$ cat config.mk
export PLATFORM = sky130hd
export DESIGN_NAME = tmse_ctrl
export DESIGN_NICKNAME = d
export VERILOG_FILES = /design/src/rtl/core/tmse_pkg.sv /design/src/rtl/core/tmse_ctrl.sv
export SDC_FILE = /design/constraint.sdc
export NUM_CORES = 1
export LEC_CHECK = 0
export BUFFER_PORTS_ARGS = -buffer_cell sky130_fd_sc_hd__buf_2
export CORE_AREA = 2 2 39 41
export DETAILED_ROUTE_END_ITERATION = 8
export DIE_AREA = 0 0 41 43
export GPL_TIMING_DRIVEN = 0
export HOLD_SLACK_MARGIN = 0.12
export PLACE_DENSITY = 0.58
export SLEW_MARGIN = 20
export SYNTH_ARGS = -nofsm -noshare
export SYNTH_HDL_FRONTEND = slang
export SYNTH_SLANG_ARGS = --single-unit
$ cat constraint.sdc
create_clock -name i_clk -period 1.6 [get_ports i_clk]
set_clock_uncertainty 0.1 [all_clocks]
set_input_delay 0.24 -clock i_clk [delete_from_list [all_inputs] [get_ports i_clk]]
set_output_delay 0.24 -clock i_clk [all_outputs]
set_load 0.005 [all_outputs]
$ cat src/rtl/core/tmse_pkg.sv
// ----------------------------------------------------------------------------
// tmse_pkg
// Shared field widths, operation and register codes, halt codes and the
// command and status bundles between controller and datapath.
// ----------------------------------------------------------------------------
package tmse_pkg;

    // field widths of the item and result beats
    localparam int OP_W       = 3;
    localparam int SLOT_W     = 6;
    localparam int STATE_W    = 6;
    localparam int SYM_W      = 8;
    localparam int CELL_W     = 10;
    localparam int STEP_W     = 32;
    localparam int HALT_W     = 2;
    localparam int COUNT_W    = 7;
    localparam int CFG_IDX_W  = 3;
    localparam int CFG_DATA_W = 10;

    // operation codes
    localparam logic [OP_W-1:0] OP_LOAD_RULE = 3'd0;
    localparam logic [OP_W-1:0] OP_LOAD_CELL = 3'd1;
    localparam logic [OP_W-1:0] OP_STEP      = 3'd2;
    localparam logic [OP_W-1:0] OP_READ_CELL = 3'd3;
    localparam logic [OP_W-1:0] OP_RESTART   = 3'd4;

    // configuration register indexes
    localparam logic [CFG_IDX_W-1:0] CFG_START_STATE  = 3'd0;
    localparam logic [CFG_IDX_W-1:0] CFG_BLANK_SYMBOL = 3'd1;
    localparam logic [CFG_IDX_W-1:0] CFG_START_HEAD   = 3'd2;
    localparam logic [CFG_IDX_W-1:0] CFG_RULE_COUNT   = 3'd3;

    // halt causes
    localparam logic [HALT_W-1:0] HALT_RUNNING = 2'd0;
    localparam logic [HALT_W-1:0] HALT_NO_RULE = 2'd1;
    localparam logic [HALT_W-1:0] HALT_LEFT    = 2'd2;
    localparam logic [HALT_W-1:0] HALT_RIGHT   = 2'd3;

    localparam logic [SYM_W-1:0] BLANK_RESET = 8'd48;

    // one rule row as stored in the rule memory
    typedef struct packed {
        logic [STATE_W-1:0] match_state;
        logic [SYM_W-1:0]   match_symbol;
        logic [SYM_W-1:0]   write_symbol;
        logic               move_right;
        logic [STATE_W-1:0] next_state;
    } t_rule;

    // controller to datapath
    typedef struct packed {
        logic capture;
        logic cfg_wr;
        logic rule_wr;
        logic restart;
        logic step_begin;
        logic fill_wr;
        logic cell_wr;
        logic sym_rd;
        logic scan_init;
        logic scan_issue;
        logic fire;
        logic no_match;
        logic res_rd;
        logic out_load;
    } t_cmd;

    // datapath to controller
    typedef struct packed {
        logic [OP_W-1:0] op;
        logic            cidx_ok;
        logic            halted;
        logic            head_oob;
        logic            fill_more;
        logic            scan_match;
        logic            scan_more;
        logic            out_free;
    } t_sts;

endpackage

$ cat src/rtl/core/tmse_ctrl.sv
// ----------------------------------------------------------------------------
// tmse_ctrl
// Sequencer: dispatches each accepted item, runs tape growth, the rule scan
// and the result read, and hands the result beat to the output register.
// ----------------------------------------------------------------------------
module tmse_ctrl
    import tmse_pkg::*;
(
    input  logic i_clk,
    input  logic i_rst_n,
    input  logic i_in_valid,
    input  logic i_cfg_valid,
    input  t_sts i_sts,
    output t_cmd o_cmd,
    output logic o_in_stall,
    output logic o_cfg_ready
);

    localparam logic [3:0] S_IDLE = 4'd0;
    localparam logic [3:0] S_DISP = 4'd1;
    localparam logic [3:0] S_STEP = 4'd2;
    localparam logic [3:0] S_FILL = 4'd3;
    localparam logic [3:0] S_CELL = 4'd4;
    localparam logic [3:0] S_SYM  = 4'd5;
    localparam logic [3:0] S_SCAN = 4'd6;
    localparam logic [3:0] S_RES  = 4'd7;
    localparam logic [3:0] S_OUT  = 4'd8;

    logic [3:0] r_state;
    logic [3:0] n_state;
    logic       w_idle;

    assign w_idle      = (r_state == S_IDLE);
    assign o_in_stall  = !w_idle;
    assign o_cfg_ready = w_idle;

    // next state and commands
    always_comb begin
        n_state          = r_state;
        o_cmd            = '0;
        o_cmd.cfg_wr     = w_idle && i_cfg_valid;
        unique case (r_state)
            S_IDLE: begin
                if (i_in_valid) begin
                    o_cmd.capture = 1'b1;
                    n_state       = S_DISP;
                end
            end
            S_DISP: begin
                unique case (i_sts.op)
                    OP_LOAD_RULE: begin
                        o_cmd.rule_wr = 1'b1;
                        n_state       = S_RES;
                    end
                    OP_LOAD_CELL: begin
                        n_state = i_sts.cidx_ok ? S_FILL : S_RES;
                    end
                    OP_STEP: begin
                        n_state = S_STEP;
                    end
                    OP_RESTART: begin
                        o_cmd.restart = 1'b1;
                        n_state       = S_RES;
                    end
                    default: begin
                        n_state = S_RES;
                    end
                endcase
            end
            S_STEP: begin
                if (i_sts.halted) begin
                    n_state = S_RES;
                end else begin
                    o_cmd.step_begin = 1'b1;
                    n_state          = i_sts.head_oob ? S_RES : S_FILL;
                end
            end
            // grow the tape one blank cell a cycle
            S_FILL: begin
                if (i_sts.fill_more) begin
                    o_cmd.fill_wr = 1'b1;
                end else if (i_sts.op == OP_LOAD_CELL) begin
                    n_state = S_CELL;
                end else begin
                    n_state = S_SYM;
                end
            end
            S_CELL: begin
                o_cmd.cell_wr = 1'b1;
                n_state       = S_RES;
            end
            S_SYM: begin
                o_cmd.sym_rd    = 1'b1;
                o_cmd.scan_init = 1'b1;
                n_state         = S_SCAN;
            end
            // one rule row read and one compared each cycle
            S_SCAN: begin
                priority if (i_sts.scan_match) begin
                    o_cmd.fire = 1'b1;
                    n_state    = S_RES;
                end else if (i_sts.scan_more) begin
                    o_cmd.scan_issue = 1'b1;
                end else begin
                    o_cmd.no_match = 1'b1;
                    n_state        = S_RES;
                end
            end
            S_RES: begin
                o_cmd.res_rd = 1'b1;
                n_state      = S_OUT;
            end
            S_OUT: begin
                if (i_sts.out_free) begin
                    o_cmd.out_load = 1'b1;
                    n_state        = S_IDLE;
                end
            end
            default: begin
                n_state = S_IDLE;
            end
        endcase
    end

    // state register
    always_ff @(posedge i_clk) begin
        if (!i_rst_n) begin
            r_state <= S_IDLE;
        end else begin
            r_state <= n_state;
        end
    end

endmodule

==> qor.csv <==
stage,metric,value,unit
outcome,status,"complete, but fails checks",
outcome,failing checks,setup timing,
route,via count,550,
cts,worst skew pair latency,0.24,ns
route,"antenna viol nets, final",0,
logic_synthesis,"Seq/Total Area, Yosys",0.213,
grt,vias in the first global route,432,
logic_synthesis,Cell variety after synth,27,
finish,layout cells sized above 1,0.638,
pwr,maximum VDD drop,459,uV
route,WL/cell,12.5,um
worst_hold_path,HP Class,in2reg,
logic_synthesis,post-synthesis cell area,377,um^2
critical_path,CP Max Fanout,8,
grt,GR peak layer,met2,
grt,met3 Usage GRT,0.0838,
sta,RSZ-0062 raised after global routing,true,
placement,GP Congestion,0.706,
pwr,internal power,0.504,mW
finish,"most common cell after layout, fill and taps aside",buf_2,
pwr,P per Cell Area,1090,nW/um^2
floorplanning,Cell Rows,14,
sta,Slew Limit Fails,0,
pwr,combinational power share,0.645,
floorplanning,die height,43,um
logic_synthesis,Synthesized Nets,64,
finish,ant diodes,0,
floorplanning,DIE AREA,1760,um^2
grt,total grt overflow,0,
sta,final worst path period share,1.03,
finish,max reg flops,4,
logic_synthesis,Yosys reg bits,4,
grt,initial antenna violation count,0,
sta,min Tclk post-route,1.65,ns
critical_path,CP required,1.26,ns
route,Iter 0 DRT Violations,8,
cts,total CTS buffers,3,
critical_path,crit path kind,reg2out,
cts,cts hold-fix bufs,0,
floorplanning,Chip Width,41,um
route,final WL,1.37,mm
cts,"Reg clk slew, reported paths",0.03,ns
grt,first-pass GRT wire length,1.77,mm
sta,slew margin rel.,0.714,
pwr,Switching Share,0.374,
critical_path,CP Launch Type,flip-flop,
sta,final hold violations,0,
finish,most frequent cells in the layout,"buf_2, buf_4, inv_1",
grt,largest net degree at the start of global routing,11,
finish,"Most flops, register",r_state,
grt,met2 Track Usage GR,0.216,
sta,Total Neg Setup Slack,-0.0662,ns
route,drt drc,0,
cts,clk sinks,4,
critical_path,"Arr. time, crit path",1.31,ns
critical_path,crit end category,output pin,
floorplanning,initial core utilization,0.272,
cts,# H-tree levels,1,
floorplanning,Core Region,1380,um^2
route,vias per cell,5.00,
sta,Setup-failing EPs final,2,
run,Max-Cap Viols,0,
finish,Largest regs,r_state x4,
finish,Fill cells,141,
logic_synthesis,yosys warns,0,
finish,area grow syn2layout,95.7,%
logic_synthesis,syn avg cell area,7.53,um^2
route,DRT Pass-1 Iters,4,
cts,CTS tree,yes,
pwr,Seq pwr share,0.201,
sta,fmax,606,MHz
placement,dpl hpwl,866,um
pwr,overall power,0.805,mW
cts,clk root buf,clkbuf_4,
cts,Clock Path Buffers,2,
finish,register area,92.6,um^2
logic_synthesis,Cells after Synth,50,
pwr,switching power,0.301,mW
placement,I/O Buffers,29,
finish,Final nets,110,
sta,fin worst setup slack,-0.0489,ns
placement,DP Worst Slack,0.0499,ns
pwr,Clk pwr share,0.155,
sta,measured slew at the worst slew-check pin,0.424,ns
sta,hold slack,0.146,ns
floorplanning,IO Pins,30,
grt,GRT Util Overall,0.147,
finish,area taken by multi-input logic gates,314,um^2
grt,met1 Track Usage GR,0.186,
pwr,Leakage,0.374,nW
cells by family (layout without fill, tap and decap cells):
family / after synthesis / in the layout / share of synthesized area
AO/OA/AOI/OAI: 8 / 8 / 0.146
buffers and inverters: 8 / 52 / 0.0964
flip-flops: 4 / 4 / 0.213
AND/OR/NAND/NOR: 30 / 30 / 0.545
power groups by stage:
stage                     clock, mW  sequential (mW)  combinational [mW]
after detailed placement          0            0.155               0.300
after CTS                     0.136            0.160               0.370
after floorplan                   0            0.146               0.193
after global placement            0            0.155               0.296
after global routing          0.144            0.166               0.560
final                         0.124            0.162               0.519
metrics by stage:
step / instances / util / cell area (um^2)
floorplan: 50 / - / 377
global placement: 95 / 0.392 / 542
global route: 110 / 0.533 / 737
detailed placement: 95 / 0.392 / 542
CTS: 101 / 0.452 / 626
finish: 110 / 0.533 / 737
final cells by class:
| type | instances | share of cell area |
|---|---|---|
| flip-flops and latches | 4 | 0.126 |
| repair buffers | 42 | 0.334 |
| multi-input cells | 38 | 0.426 |
| inverters | 5 | 0.0255 |
| clock buffers | 3 | 0.0306 |
| plain buffers | 2 | 0.0306 |
| well taps | 16 | 0.0272 |
worst max-delay path, stage by stage (launching register included):
cell and delay, ns:
dfxtp_4 0.33, buf_6 0.12, nand3b_1 0.22, nor4_1 0.24, buf_2 0.15
synthesized netlist by cell type:
library cell	instances	share of area
nor2_1	5	0.050
o21a_1	2	0.040
nand4bb_2	1	0.043
or2b_1	1	0.020
dfxtp_1	4	0.21
nand3_1	1	0.013
nor3b_1	1	0.020
nand4bb_1	1	0.030
buf_2	2	0.027
o311ai_0	2	0.047
nor3b_2	1	0.033
and4_1	1	0.023
a21oi_1	3	0.040
nor4bb_1	1	0.027
nand2_1	3	0.030
o211ai_1	1	0.020
nor4b_1	2	0.047
buf_4	1	0.020
inv_1	5	0.050
nand4_1	1	0.017
nand2b_1	1	0.017
and2_1	1	0.017
nor4_1	2	0.033
and3_2	1	0.020
nor3_1	3	0.040
and4b_1	1	0.027
nand3b_1	2	0.040
repair_timing:
item                                    in CTS  in global routing
resized for setup                           12                 10
pin swaps                                    2                  5
endpoints found under the setup margin       9                 10
buffers inserted                             4                 10
hold endpoints to repair                     0                  0
final timing paths:
| check | start | to | slack (ns) | depth (start not counted) |
|---|---|---|---|---|
| setup / recovery | r_state[1] | o_cmd[11] | -0.05 | 4 |
| hold / removal | i_rst_n | r_state[3] | 0.15 | 2 |
| hold reg to reg | r_state[3] | r_state[1] | 0.40 | 1 |
| setup reg to reg | r_state[1] | r_state[0] | 0.16 | 4 |
per-layer routing:
layer	vias to the layer above	share of wire
met5	-	0
met3	0	0.079
met1	249	0.39
li1	279	-
met2	22	0.53
met4	0	0
(Power assumes the default switching activity.)
